<file path="src/dsfe_pkg.sv">
// Shared types, constants and frame-building functions for the DShot frame encoder.
`default_nettype none

package dsfe_pkg;

    localparam int unsigned FRAME_BITS = 16;
    localparam int unsigned CMD_W      = 11;
    localparam int unsigned QUOT_W     = 10;
    localparam int unsigned SPEED_W    = 16;
    localparam int unsigned PROD_W     = SPEED_W + QUOT_W;

    localparam logic [QUOT_W-1:0] CMD_RANGE   = 10'd999;
    localparam logic [CMD_W:0]    CCW_OFFSET  = 12'd1001;
    localparam logic [CMD_W:0]    CMD_OFFSET  = 12'd48;
    localparam logic [CMD_W:0]    CMD_MAX     = 12'd2047;

    localparam logic [1:0] CFG_FULL_SCALE = 2'd0;
    localparam logic [1:0] CFG_DEADZONE   = 2'd1;
    localparam logic [1:0] CFG_ONE_WIDTH  = 2'd2;
    localparam logic [1:0] CFG_ZERO_WIDTH = 2'd3;

    typedef struct packed {
        logic [15:0] full_scale;
        logic [15:0] deadzone;
        logic [15:0] one_pulse_width;
        logic [15:0] zero_pulse_width;
    } t_cfg;

    typedef struct packed {
        logic                  channel;
        logic [FRAME_BITS-1:0] frame;
    } t_frame_item;

    // Turns a scaled speed (0..999) into a command with direction and offset.
    function automatic logic [CMD_W-1:0] finish_command(input logic [QUOT_W-1:0] quot,
                                                        input logic dir);
        logic [CMD_W:0] sum;
        logic [CMD_W:0] q_clamped;
        begin
            q_clamped = (quot > CMD_RANGE) ? {2'b00, CMD_RANGE} : {2'b00, quot};
            sum = q_clamped + (dir ? CCW_OFFSET : '0) + CMD_OFFSET;
            if (sum > CMD_MAX) begin
                sum = CMD_MAX;
            end
            finish_command = sum[CMD_W-1:0];
        end
    endfunction

    // Command in bits 15..5, telemetry bit clear, XOR of nibbles in bits 3..0.
    function automatic logic [FRAME_BITS-1:0] build_frame(input logic [CMD_W-1:0] cmd);
        logic [CMD_W:0] payload;
        logic [3:0]     crc;
        begin
            payload = {cmd, 1'b0};
            crc = payload[3:0] ^ payload[7:4] ^ payload[11:8];
            build_frame = {cmd, 1'b0, crc};
        end
    endfunction

endpackage

`default_nettype wire

</file>
<file path="src/dsfe_front.sv">
// Front end: accepts requests, scales speed with a bit-serial divider, queues frames.
`default_nettype none

module dsfe_front
    import dsfe_pkg::*;
(
    input  wire logic        i_clk,
    input  wire logic        i_rst_n,
    input  wire t_cfg        i_cfg,
    input  wire logic        i_valid,
    output logic             o_ready,
    input  wire logic        i_op,
    input  wire logic        i_motor,
    input  wire logic [15:0] i_speed,
    input  wire logic        i_dir,
    input  wire logic [10:0] i_raw_command,
    output logic             o_push,
    output t_frame_item      o_item,
    input  wire logic        i_full
);

    localparam logic [1:0] ST_IDLE = 2'd0;
    localparam logic [1:0] ST_MUL  = 2'd1;
    localparam logic [1:0] ST_DIV  = 2'd2;
    localparam logic [1:0] ST_PUSH = 2'd3;

    logic [1:0]        r_state, n_state;
    logic [3:0]        r_step,  n_step;
    logic              r_bypass, n_bypass;
    logic [CMD_W-1:0]  r_cmd,    n_cmd;
    logic              r_motor,  n_motor;
    logic              r_dir,    n_dir;
    logic [15:0]       r_spd,    n_spd;
    logic [15:0]       r_rem,    n_rem;
    logic [QUOT_W-1:0] r_low,    n_low;

    logic              in_fire;
    logic [15:0]       spd_c;
    logic              dead;
    logic [PROD_W-1:0] prod;
    logic [16:0]       trial;
    logic              ge;
    logic [16:0]       diff;
    logic [CMD_W-1:0]  cmd_out;

    assign o_ready = (r_state == ST_IDLE) || ((r_state == ST_PUSH) && !i_full);
    assign in_fire = i_valid && o_ready;

    assign spd_c = (i_speed > i_cfg.full_scale) ? i_cfg.full_scale : i_speed;
    assign dead  = spd_c < i_cfg.deadzone;

    assign prod  = {{QUOT_W{1'b0}}, r_spd} * {{SPEED_W{1'b0}}, CMD_RANGE};

    // Restoring division step; the quotient fits ten bits because speed <= full scale.
    assign trial = {r_rem, r_low[QUOT_W-1]};
    assign ge    = trial >= {1'b0, i_cfg.full_scale};
    assign diff  = trial - {1'b0, i_cfg.full_scale};

    assign cmd_out = r_bypass ? r_cmd : finish_command(r_low, r_dir);
    assign o_push  = (r_state == ST_PUSH) && !i_full;
    assign o_item  = '{channel: r_motor, frame: build_frame(cmd_out)};

    always_comb begin
        n_state  = r_state;
        n_step   = r_step;
        n_bypass = r_bypass;
        n_cmd    = r_cmd;
        n_motor  = r_motor;
        n_dir    = r_dir;
        n_spd    = r_spd;
        n_rem    = r_rem;
        n_low    = r_low;
        case (r_state)
            ST_IDLE: begin
            end
            ST_MUL: begin
                n_rem   = prod[PROD_W-1:QUOT_W];
                n_low   = prod[QUOT_W-1:0];
                n_step  = '0;
                n_state = ST_DIV;
            end
            ST_DIV: begin
                n_rem  = ge ? diff[15:0] : trial[15:0];
                n_low  = {r_low[QUOT_W-2:0], ge};
                n_step = r_step + 4'd1;
                if (r_step == 4'(QUOT_W - 1)) begin
                    n_state = ST_PUSH;
                end
            end
            ST_PUSH: begin
                if (!i_full) begin
                    n_state = ST_IDLE;
                end
            end
            default: begin
                n_state = ST_IDLE;
            end
        endcase

        if (in_fire) begin
            n_motor  = i_motor;
            n_dir    = i_dir;
            n_spd    = spd_c;
            n_bypass = i_op || dead;
            n_cmd    = i_op ? i_raw_command : '0;
            n_low    = '0;
            // A zero full scale means a scaled speed of zero with no division.
            if (i_op || dead || (i_cfg.full_scale == 16'd0)) begin
                n_state = ST_PUSH;
            end else begin
                n_state = ST_MUL;
            end
        end
    end

    always_ff @(posedge i_clk) begin
        if (!i_rst_n) begin
            r_state <= ST_IDLE;
        end else begin
            r_state <= n_state;
        end
        r_step   <= n_step;
        r_bypass <= n_bypass;
        r_cmd    <= n_cmd;
        r_motor  <= n_motor;
        r_dir    <= n_dir;
        r_spd    <= n_spd;
        r_rem    <= n_rem;
        r_low    <= n_low;
    end

endmodule

`default_nettype wire

</file>
<file path="src/dsfe_fifo.sv">
// Short frame queue between the front end and the pulse serializer.
`default_nettype none

module dsfe_fifo
    import dsfe_pkg::*;
#(
    parameter int unsigned DEPTH = 2
) (
    input  wire logic        i_clk,
    input  wire logic        i_rst_n,
    input  wire logic        i_push,
    input  wire t_frame_item i_item,
    input  wire logic        i_pop,
    output t_frame_item      o_item,
    output logic             o_full,
    output logic             o_empty
);

    localparam int unsigned PTR_W = $clog2(DEPTH);
    localparam int unsigned CNT_W = $clog2(DEPTH + 1);

    t_frame_item r_mem [DEPTH];
    logic [PTR_W-1:0] r_wr_ptr, r_rd_ptr;
    logic [CNT_W-1:0] r_count;
    logic             do_push, do_pop;

    assign o_full  = r_count == CNT_W'(DEPTH);
    assign o_empty = r_count == '0;
    assign o_item  = r_mem[r_rd_ptr];
    assign do_push = i_push && !o_full;
    assign do_pop  = i_pop && !o_empty;

    always_ff @(posedge i_clk) begin
        if (!i_rst_n) begin
            r_wr_ptr <= '0;
            r_rd_ptr <= '0;
            r_count  <= '0;
        end else begin
            if (do_push) begin
                r_wr_ptr <= (r_wr_ptr == PTR_W'(DEPTH - 1)) ? '0 : r_wr_ptr + 1'b1;
            end
            if (do_pop) begin
                r_rd_ptr <= (r_rd_ptr == PTR_W'(DEPTH - 1)) ? '0 : r_rd_ptr + 1'b1;
            end
            if (do_push && !do_pop) begin
                r_count <= r_count + 1'b1;
            end else if (do_pop && !do_push) begin
                r_count <= r_count - 1'b1;
            end
        end
        if (do_push) begin
            r_mem[r_wr_ptr] <= i_item;
        end
    end

endmodule

`default_nettype wire

</file>
<file path="src/dsfe_back.sv">
// Back end: shifts each frame out MSB first as sixteen pulse widths into an output register.
`default_nettype none

module dsfe_back
    import dsfe_pkg::*;
(
    input  wire logic        i_clk,
    input  wire logic        i_rst_n,
    input  wire t_cfg        i_cfg,
    input  wire t_frame_item i_item,
    input  wire logic        i_empty,
    output logic             o_pop,
    output logic             o_valid,
    input  wire logic        i_ready,
    output logic             o_channel,
    output logic [15:0]      o_pulse_width,
    output logic             o_last
);

    localparam int unsigned CNT_W = $clog2(FRAME_BITS);

    logic                  r_busy;
    logic [FRAME_BITS-1:0] r_shift;
    logic [CNT_W-1:0]      r_cnt;
    logic                  r_chan;
    logic                  r_out_valid;
    logic                  r_out_chan;
    logic [15:0]           r_out_width;
    logic                  r_out_last;

    logic                  can_load;
    logic                  emit_bit;

    assign can_load = !r_out_valid || i_ready;
    assign o_pop    = can_load && !r_busy && !i_empty;
    assign emit_bit = r_busy ? r_shift[FRAME_BITS-1] : i_item.frame[FRAME_BITS-1];

    assign o_valid       = r_out_valid;
    assign o_channel     = r_out_chan;
    assign o_pulse_width = r_out_width;
    assign o_last        = r_out_last;

    always_ff @(posedge i_clk) begin
        if (!i_rst_n) begin
            r_busy      <= 1'b0;
            r_out_valid <= 1'b0;
            r_cnt       <= '0;
        end else if (can_load) begin
            r_out_valid <= r_busy || !i_empty;
            if (r_busy) begin
                r_cnt <= r_cnt + 1'b1;
                if (r_cnt == CNT_W'(FRAME_BITS - 1)) begin
                    r_busy <= 1'b0;
                end
            end else if (!i_empty) begin
                // The first bit of a new frame is loaded into the output register in the cycle it leaves the queue.
                r_busy <= 1'b1;
                r_cnt  <= CNT_W'(1);
            end
        end

        if (can_load) begin
            r_out_width <= emit_bit ? i_cfg.one_pulse_width : i_cfg.zero_pulse_width;
            r_out_chan  <= r_busy ? r_chan : i_item.channel;
            r_out_last  <= r_busy && (r_cnt == CNT_W'(FRAME_BITS - 1));
            if (r_busy) begin
                r_shift <= {r_shift[FRAME_BITS-2:0], 1'b0};
            end else begin
                r_shift <= {i_item.frame[FRAME_BITS-2:0], 1'b0};
                r_chan  <= i_item.channel;
            end
        end
    end

endmodule

`default_nettype wire

</file>
<file path="src/dshot_speed_frame_encoder.sv">
// Top level of the DShot frame encoder: configuration registers, front end, queue, serializer.
// With the serializer idle, a speed request passes a multiply step, ten divider steps, the
// queue push and the output register before its first pulse; a raw command or stop skips
// to the push. The pulse serializer gives one output item per cycle unless i_m_tready
// stalls it. The front end overlaps the next item's division with the current frame.
// Reset is synchronous, active low: queue and handshake state clear, config takes defaults.
`default_nettype none

module dshot_speed_frame_encoder
    import dsfe_pkg::*;
#(
    parameter int unsigned QUEUE_DEPTH = 2
) (
    input  wire logic        i_clk,
    input  wire logic        i_rst_n,
    input  wire logic        i_cfg_we,
    input  wire logic [1:0]  i_cfg_idx,
    input  wire logic [15:0] i_cfg_data,
    input  wire logic        i_s_tvalid,
    output logic             o_s_tready,
    input  wire logic [31:0] i_s_tdata,   // speed[15:0], dir[16], raw_command[27:17], zeros
    input  wire logic [1:0]  i_s_tuser,   // op[0], motor[1]
    output logic             o_m_tvalid,
    input  wire logic        i_m_tready,
    output logic [15:0]      o_m_tdata,   // pulse_width[15:0]
    output logic [0:0]       o_m_tuser,   // channel[0]
    output logic             o_m_tlast
);

    t_cfg        r_cfg;
    logic        push, pop, full, empty;
    t_frame_item push_item, head_item;

    always_ff @(posedge i_clk) begin
        if (!i_rst_n) begin
            r_cfg.full_scale       <= 16'd1000;
            r_cfg.deadzone         <= 16'd0;
            r_cfg.one_pulse_width  <= 16'd60;
            r_cfg.zero_pulse_width <= 16'd30;
        end else if (i_cfg_we) begin
            case (i_cfg_idx)
                CFG_FULL_SCALE: r_cfg.full_scale       <= i_cfg_data;
                CFG_DEADZONE:   r_cfg.deadzone         <= i_cfg_data;
                CFG_ONE_WIDTH:  r_cfg.one_pulse_width  <= i_cfg_data;
                CFG_ZERO_WIDTH: r_cfg.zero_pulse_width <= i_cfg_data;
                default: begin
                end
            endcase
        end
    end

    dsfe_front u_front (
        .i_clk         (i_clk),
        .i_rst_n       (i_rst_n),
        .i_cfg         (r_cfg),
        .i_valid       (i_s_tvalid),
        .o_ready       (o_s_tready),
        .i_op          (i_s_tuser[0]),
        .i_motor       (i_s_tuser[1]),
        .i_speed       (i_s_tdata[15:0]),
        .i_dir         (i_s_tdata[16]),
        .i_raw_command (i_s_tdata[27:17]),
        .o_push        (push),
        .o_item        (push_item),
        .i_full        (full)
    );

    dsfe_fifo #(
        .DEPTH (QUEUE_DEPTH)
    ) u_fifo (
        .i_clk   (i_clk),
        .i_rst_n (i_rst_n),
        .i_push  (push),
        .i_item  (push_item),
        .i_pop   (pop),
        .o_item  (head_item),
        .o_full  (full),
        .o_empty (empty)
    );

    dsfe_back u_back (
        .i_clk         (i_clk),
        .i_rst_n       (i_rst_n),
        .i_cfg         (r_cfg),
        .i_item        (head_item),
        .i_empty       (empty),
        .o_pop         (pop),
        .o_valid       (o_m_tvalid),
        .i_ready       (i_m_tready),
        .o_channel     (o_m_tuser[0]),
        .o_pulse_width (o_m_tdata),
        .o_last        (o_m_tlast)
    );

endmodule

`default_nettype wire
</file>
<file path="config.mk">
export PLATFORM = sky130hd
export DESIGN_NAME = dshot_speed_frame_encoder
export DESIGN_NICKNAME = d
export VERILOG_FILES = /design/src/dsfe_pkg.sv /design/src/dsfe_front.sv /design/src/dsfe_fifo.sv /design/src/dsfe_back.sv /design/src/dshot_speed_frame_encoder.sv
export SDC_FILE = /design/constraint.sdc
export NUM_CORES = 1
export LEC_CHECK = 0
export BUFFER_PORTS_ARGS = -buffer_cell sky130_fd_sc_hd__clkbuf_2
export CORE_ASPECT_RATIO = 1.75
export CORE_MARGIN = 5
export CORE_UTILIZATION = 25
export DETAILED_ROUTE_END_ITERATION = 12
export HOLD_SLACK_MARGIN = 0.02
export PLACE_DENSITY_LB_ADDON = 0.08
export RECOVER_POWER = 100
export SYNTH_ARGS = -nofsm -noshare
export SYNTH_HDL_FRONTEND = slang
export SYNTH_HIERARCHICAL = 1
export SYNTH_SLANG_ARGS = --single-unit
</file>
<file path="constraint.sdc">
create_clock -name i_clk -period 10.5 [get_ports i_clk]
set_input_delay 2.1 -clock i_clk [delete_from_list [all_inputs] [get_ports i_clk]]
set_output_delay 2.1 -clock i_clk [all_outputs]
set_load 0.1 [all_outputs]
</file>
======== After elaboration in Yosys (flattened, before gate mapping) ========
Memories as Yosys holds them, arrays and structs flattened. A register that Yosys moved wholly into a read port is not among the register bits.
Index checks and enable logic that the tools add are counted.
storage, ports and cells
  input port bits ......................... 57
  memories kept ........................... 1
  bits in latches ......................... 0
  ROM bits ................................ 0
  output and inout port bits .............. 20
  flip-flop bits (word level) ............. 170
  bits in writable memories ............... 32
memories
  name          words  bits a word  rd ports  clocked after memory_dff  write ports  RTL line         RTL
  u_fifo.r_mem  2      16           1         1                         1            dsfe_fifo.sv:22  t_frame_item r_mem [DEPTH];
cells by class
  reductions and logical operators ........ 34
  eq/ne operators ......................... 12
  bitwise logic cells ..................... 3
  shift operators ......................... 0
  $add $sub $neg .......................... 9
  $mul .................................... 1
  mux-type cells .......................... 31
  div/mod/pow operators ................... 0
  magnitude comparators ................... 5
operators with widths
  operator                                                          count
  2-to-1 mux 16 bit                                                 4
  case mux 16 bit (2 select lines)                                  1
  multiplier 16 x 10 -> 26 bit (second input constant)              1
  2-to-1 mux 11 bit                                                 2
  2-to-1 mux 10 bit                                                 2
  case mux 10 bit (2 select lines)                                  1
  >= comparator 17 x 16 -> 1 bit                                    1
  greater-than comparator 16 bit                                    1
  logical NOT 16 bit                                                1
  < comparator 16 bit                                               1
  subtractor 16 bit                                                 1
  adder 12 bit                                                      1
  adder 12 x 6 -> 12 bit (second input constant)                    1
  greater-than comparator 12 x 11 -> 1 bit (second input constant)  1
  2-to-1 mux 2 bit                                                  6
  AND reduction 2 bit                                               6
  2-to-1 mux 1 bit                                                  11
  equality test 2 bit (second input constant)                       5
  greater-than comparator 10 bit (second input constant)            1
  logical AND 1 bit                                                 9
  adder 4 x 1 -> 4 bit (second input constant)                      2
  equality test 4 bit (second input constant)                       2
  2-to-1 mux 4 bit                                                  2
  case mux 4 bit (2 select lines)                                   1
  16 further kinds                                                  31

======== Depth between registers and ports, before layout ========
Gate-level depths: netlist (run 1).
  word-level depth ........................ 9
  mapped depth ............................ 20

======== Cells and area by module ========
The synthesis (run 1) kept the hierarchy.
modules (own cells, without submodules)
  module                     cells an instance  area an instance (um^2)  times used
  dsfe_front                 932                8712.1                   1
  dshot_speed_frame_encoder  240                2523.7                   1
  dsfe_back                  104                1725.4                   1
  dsfe_fifo                  78                 1458.9                   1

======== Least setup slack after synthesis (run 1) ========
No wires, ideal clock.
  kind .................................... in2reg
  start ................................... in i_s_tdata[11]
  end ..................................... reg u_front.r_state[1]
  arrival ................................. 5.149 ns
  setup slack ............................. 5.265 ns
  stages on the path ...................... 17
  required time ........................... 10.414 ns
  path buffers ............................ 1
  cells stage by stage .................... ha_1 nand4_1 or4_1 nand2_1 clkbuf_1 nand2_1 o21ai_0 ha_1 a21o_1 a21o_1 a21o_1 a21oi_1 o21ai_0 a221oi_1 or2_2 o31ai_1 a211oi_1
between the ends
  word-level cells in the longest chain between the ends .. 7
ends and longest elaborated chain
  what                            RTL line                         RTL
  from (decl)                     dshot_speed_frame_encoder.sv:21  input wire logic [31:0] i_s_tdata,
  greater-than comparator 16 bit  dsfe_front.sv:49                 assign spd_c = (i_speed > i_cfg.full_scale) ? i_cfg.full_scale : i_speed;
  2-to-1 mux 16 bit               dsfe_front.sv:49
  net u_front.spd_c[9]            dsfe_front.sv:38                 logic [15:0] spd_c;
  < comparator 16 bit             dsfe_front.sv:50                 assign dead = spd_c < i_cfg.deadzone;
  logical OR 1 bit (2 in series)  dsfe_front.sv:108                if (i_op || dead || (i_cfg.full_scale == 16'd0)) begin
  2-to-1 mux 2 bit                dsfe_front.sv:108
  2-to-1 mux 2 bit                dsfe_front.sv:100                if (in_fire) begin
  to (signal assigned)            dsfe_front.sv:120                r_state <= n_state;
  to (decl)                       dsfe_front.sv:27                 logic [1:0] r_state, n_state;
The timed path passes the listed nets, and every way through them passes these cells.
A chain may end at the register's enable or synchronous reset.

======== Worst setup path in the final report (run 1) ========
  start ................................... in i_s_tdata[13]
  end ..................................... reg u_front.r_state[1]
The elaborated chain is that of the path after synthesis.

==> out/metrics.yaml, run 1 <==
run_status: "finished with violations"
violations: "capacitance limit, slew limit"
post-route-period-util_pct: 62.68
cp.required_ns: 10.96
rsz0062_at_grt: "false"
cts.sinks: 204
die_area_um2: 62770
pin_count: 77
critPathSlowestCell: "clkbuf_1"
crit_top_cell: "a21o_1"
grt_overflow: 0
via_per_inst: 4.409
cts_tree: "yes"
rows: 116
synth_most_common_cell: "inv_1"
setup_viol: 0
fmax_mhz: 151.9
synthMuxAreaShare_pct: 9.267
die_h_um: 327.7
end_kind: "register"
netlist_instances: 1354
fillers: 6102
clk_pin_slew_ns: 0.07
design.core.area_um2: 57180
post_cts_buffers: 0
nets: 1696
routed_wl_mm: 43.14
synth_top_family_by_area: "adder cells"
critPathMaxFanout: 31
synth_nets: 1635
h-tree-depth: 1
cts_hold_buf: 0
grt_pass1_vias: 10790
tightest_slew_ns: 2.950
grt_max_degree: 62
cts_buffer_depth: 3
hold_path_class: "register to register"
ys_ff_latch: 204
final_hold_viol_count: 0
postSynthAreaPerCell_um2: 10.65
root_buffer: "clkbuf_16"
path_cells: "clkbuf_1 > ha_1 > a21o_1 > a21o_1 > a21oi_1 > o211ai_1 > nand2_1 > clkbuf_1 > o21ai_0 > ha_1 > a21o_1 > a21o_1 > a21o_1 > a21oi_1 > o21ai_0 > a221oi_1 > or2_2 > o31ai_1 > a211oi_1"
post-route-drc-count: 0
synthTopCellsByArea: "edfxtp_1, ha_1, dfxtp_1"
ant_nets: 0
synthSimpleGateAreaFrac_pct: 10.72
antenna_found_initial: 2
synth_xor_area_share_pct: 3.202
cpPeakStageDelay_ns: 0.92
ys_warn_count: 6
via_count: 9709
synth.top_cell.area_share_pct: 24.36
grt_usage_pct: 13.91
start_kind: "input pin"
synth_ff_type: "edfxtp_1"
gp_congestion: 0.8096
syn_area_um2: 14420
initial_core_util_pct: 25.22
multi_input_area_um2: 8112
syn2layout_area_growth_pct: 12.35
ys_seq_area_share_pct: 36.44
worstSetupPathType: "input pin to register"
finalClockSkew_ns: 0.01785
synth_edf_count: 117
ctsResizeCount: 0
drv_slew: 239
port_buffers: 72
yosys-top-cells-count: "inv_1, ha_1, nand2_1"
tns_ns: 0
hpwl_mm: 34.74
arrival_ns: 7.04
final_layout_size_suffix_gt1_share_pct: 11.16
post_drt_wl_per_cell_um: 19.59
synth-compound-area-share_pct: 9.900
cts_buffers: 25
chipWidth_um: 191.6
drtPass1Iterations: 6
synth-async-reset-ratio_pct: 0
yosys.area.top_type: "edfxtp_1"
min_period_ns: 6.582
slew-limit-headroom_pct: -96.66
insertion_delay_ns: 0.57
dr.first_iter.drc_count: 285
maxCapViolCount: 6
synthAdderAreaFrac_pct: 23.55
grt_pass1_wl_mm: 65.95
seqCellArea_um2: 5255
yosysUniqueCellTypes: 84
stage by stage:
step	util [%]	hold WS, ns	std cells	setup slack, ns	cell area (um2)
3_3_place_gp	27.13	0.4452	2155	4.095	15510
4_1_cts	28.54	0.4649	2201	4.355	16320
3_5_place_dp	27.13	0.4539	2155	4.079	15510
5_1_grt	28.33	0.4867	2201	3.538	16200
2_1_floorplan	-	0.4350	1354	5.265	14420
6_report	28.33	0.4589	2202	3.918	16200
state kept, by name (all words and copies together) (netlist names), 4 cells and up, named ones only:
register / count
r_cfg: 64
u_back/o_pulse_width: 16
u_back/r_cnt: 4
u_back/r_shift: 15
u_fifo/r_mem: 34
u_front/r_cmd: 11
u_front/r_low: 10
u_front/r_rem: 16
u_front/r_spd: 16
u_front/r_step: 4
metal layers:
metal	track usage, %	part of all wire (%)
met5	0	0.049
met4	4.828	3.8
met3	2.201	3.3
met2	28.60	58
met1	13.60	35
logic make-up after synthesis:
logic type / Yosys count
AOI/OAI and AO/OA: 216
muxes: 122
DFF: 204
buffers and inverters: 232
xor gates and xnor gates: 51
and+or+nand+nor: 304
other: 1
adders and majority gates: 224
layout make-up:
cell class,count,area share (%)
multi-input cells,918,50.07
flip-flops and latches,204,32.44
well taps,767,5.924
inverters,186,4.310
clock buffers,31,4.255
repair buffers,80,2.255
clock inverters,15,0.7337
diodes,1,0.01545
final timing paths:
path | startpoint | endpoint | slack [ns] | cells after the start
hold reg to reg | r_cfg[35] | r_cfg[35] | 0.46 | 2
hold / removal | r_cfg[35] | r_cfg[35] | 0.46 | 2
setup / recovery | i_s_tdata[13] | u_front/r_state[1] | 3.92 | 19
setup reg to reg | u_front/r_spd[5] | u_front/r_rem[15] | 4.21 | 19
critical path: cells and delay by family:
family,cells,cell delay (ns)
AO/OA/AOI/OAI,13,2.94
adder cells (fa/ha/maj),2,0.71
buffers and inverters,2,1.03
AND/OR/NAND/NOR,2,0.25
cells in the final DEF (no fill, tap or decap), drive strengths merged, types with 6 or more instances in the layout:
| master | n |
|---|---|
| inv | 189 |
| ha | 145 |
| nand2 | 130 |
| edfxtp | 117 |
| clkbuf | 110 |
| dfxtp | 87 |
| fa | 79 |
| mux2i | 70 |
| o21ai | 61 |
| a21oi | 53 |
| mux2 | 52 |
| nor2 | 50 |
| nor2b | 27 |
| xor2 | 26 |
| xnor2 | 24 |
| a21o | 19 |
| and2 | 15 |
| nor3 | 13 |
| o211ai | 12 |
| nand4 | 12 |
| a211oi | 10 |
| a31oi | 9 |
| o22a | 9 |
| clkinv | 9 |
| o21a | 8 |
| nor4 | 8 |
| and3 | 8 |
| or2 | 6 |
| o31ai | 6 |
| nand3 | 6 |
Power of run 1 is left out: the tool's default activity adds up to more than one toggle a clock period on the data nets, which glitch-free logic cannot reach.
==> run 2, diff against run 1 <==
==> constraint.sdc (replaced) <==
create_clock -name i_clk -period 5.3 [get_ports i_clk]
set_input_delay 1.06 -clock i_clk [delete_from_list [all_inputs] [get_ports i_clk]]
set_output_delay 1.06 -clock i_clk [all_outputs]
set_load 0.1 [all_outputs]
==> run 2 against run 1 <==
Compared with the run above: the flow still finishes with violations (capacitance limit, slew limit); highest routed layer is now met4; clock-buffer cell count rose by 2; flip-flop and latch count unchanged; routed wire length rose by 4.2%; worst hold slack gained 0.0031 ns; final cell count grew 5.8%; via count grew 5.6%; critical path depth up 2; setup slack worse by 3.9 ns; register-to-register slack got worse by 4.2 ns.
==> out/metrics.yaml, run 2 (synthesis results as in run 1) <==
grt_pass1_wl_mm: 67.60  # was 65.95 mm
grt_usage_pct: 14.33  # was 13.91%
clk_pin_slew_ns: 0.07  # about the same
maxCapViolCount: 4  # was 6
grt_busiest_layer: "met2"  # unchanged
cp.required_ns: 5.58  # was 10.96 ns
cts_buffer_depth: 3  # unchanged
chipWidth_um: 191.6  # unchanged
grt_overflow: 0  # unchanged
gp_congestion: 0.8162  # was 0.8096
worstSetupPathType: "register to register"  # was input pin to register
via_per_inst: 4.399  # was 4.409
grt_max_degree: 71  # was 62
pin_count: 77  # unchanged
hpwl_mm: 36.62  # was 34.74 mm
final_cell_mix: "inv_1, nand2_1, ha_1"  # was inv_1, ha_1, nand2_1
critPathMaxFanout: 4  # was 31
final_area_um2: 17610  # was 16200 um2
top_register: "r_cfg"  # unchanged
nets: 1825  # was 1696
run_status: "finished with violations"  # unchanged
min_period_ns: 5.257
use_met1_pct: 13.56  # was 13.60%
grtUsageMet3_pct: 1.914  # was 2.201%
reg_top3: "r_cfg (64), u_fifo/r_mem (34)"  # unchanged
final_common_cell: "inv_1"  # unchanged
tightest_slew_ns: 3.166  # was 2.950 ns
start_kind: "register"  # was input pin
worst_slack_ns: 0.04292  # was 3.918 ns
post-place-ws_ns: -0.4503  # was 4.079 ns
use_met2_pct: 30.05  # was 28.60%
routed_wl_mm: 44.94  # was 43.14 mm
cts_hold_buf: 0  # unchanged
rows: 116  # unchanged
fmax_mhz: 190.2
die_h_um: 327.7  # unchanged
syn2layout_area_growth_pct: 22.10  # was 12.35%
setup_viol: 0  # unchanged
port_buffers: 72  # unchanged
finalClockSkew_ns: 0.01849  # was 0.01785 ns
hold_path_class: "register to register"  # unchanged
grt_pass1_vias: 11290  # was 10790
root_buffer: "clkbuf_16"  # unchanged
design.core.area_um2: 57180  # unchanged
arrival_ns: 5.54  # was 7.04 ns
initial_core_util_pct: 25.22  # unchanged
post-route-drc-count: 0  # unchanged
drtPass1Iterations: 4  # was 6
largest_reg_flops: 64  # unchanged
fin_util_pct: 30.79  # was 28.33%
via_count: 10250  # was 9709
rsz0062_at_grt: "true"  # was false
ant_nets: 0  # unchanged
cts.sinks: 204  # unchanged
drv_slew: 156  # was 239
cts_tree: "yes"  # unchanged
slew-limit-headroom_pct: -111.1  # was -96.66%
final_hold_viol_count: 0  # unchanged
post_dp_cell_area_um2: 16350  # was 15510 um2
violations: "capacitance limit, slew limit"  # unchanged
fin_hold_ws_ns: 0.4620  # was 0.4589 ns
die_area_um2: 62770  # unchanged
insertion_delay_ns: 0.55  # was 0.57 ns
antenna_found_initial: 0  # was 2
dr.first_iter.drc_count: 266  # was 285
final_layout_size_suffix_gt1_share_pct: 22.73  # was 11.16%
end_kind: "register"  # unchanged
h-tree-depth: 1  # unchanged
post-route-period-util_pct: 99.19
post_drt_wl_per_cell_um: 19.29  # was 19.59 um
cts_buffers: 24  # was 25
[run 2: critical path: stages, from the launching register on]
cell      delay, ns
edfxtp_1       0.42
inv_2          0.13
buf_6          0.11
fa_1           0.43
fa_2           0.56
inv_2          0.04
fa_1           0.49
fa_1           0.54
inv_2          0.04
fa_1           0.50
inv_2          0.05
ha_4           0.21
buf_6          0.12
a21o_1         0.16
a21oi_2        0.13
buf_4          0.13
nand3b_1       0.11
a21oi_4        0.16
nor3b_2        0.09
o31ai_1        0.29
xor2_1         0.21
mux2i_1        0.09
[run 2: repair_timing]
item	CTS	global route
setup buffers	8	11
gates resized for setup	26	60
setup endpoints to repair	13	11
pin swaps	28	63
[run 2: final timing paths]
kind                        to  slack (ns)  cells after the start              from
min reg2reg          r_cfg[46]        0.46                      2         r_cfg[46]
max reg2reg  u_front/r_rem[14]        0.04                     21  u_front/r_spd[6]
max          u_front/r_rem[14]        0.04                     21  u_front/r_spd[6]
min                  r_cfg[46]        0.46                      2         r_cfg[46]
[run 2: area by class of cell]
class | count | area, um2
well taps | 767 | 959.7
clock inverters | 11 | 145.1
repair buffers | 210 | 1328
inverters | 186 | 700.7
flip-flops and latches | 204 | 5255
diodes | 1 | 2.502
multi-input cells | 918 | 8478
clock buffers | 33 | 738.2
fillers | 6056 | 39580
[run 2: metal layers]
| metal | wire (um) | vias to the layer above |
|---|---|---|
| met5 | 0 | - |
| met1 | 15160 | 4995 |
| li1 | - | 5040 |
| met4 | 1863 | 0 |
| met2 | 26670 | 143 |
| met3 | 1236 | 71 |
[run 2: metrics by stage]
stage / TNS [ns] / std cells
2_1_floorplan: 0 / 1354
3_3_place_gp: -1.932 / 2267
3_5_place_dp: -2.263 / 2267
4_1_cts: -0.08990 / 2319
5_1_grt: -0.5338 / 2329
6_report: 0 / 2330
Power of run 2 is left out for the same reason.
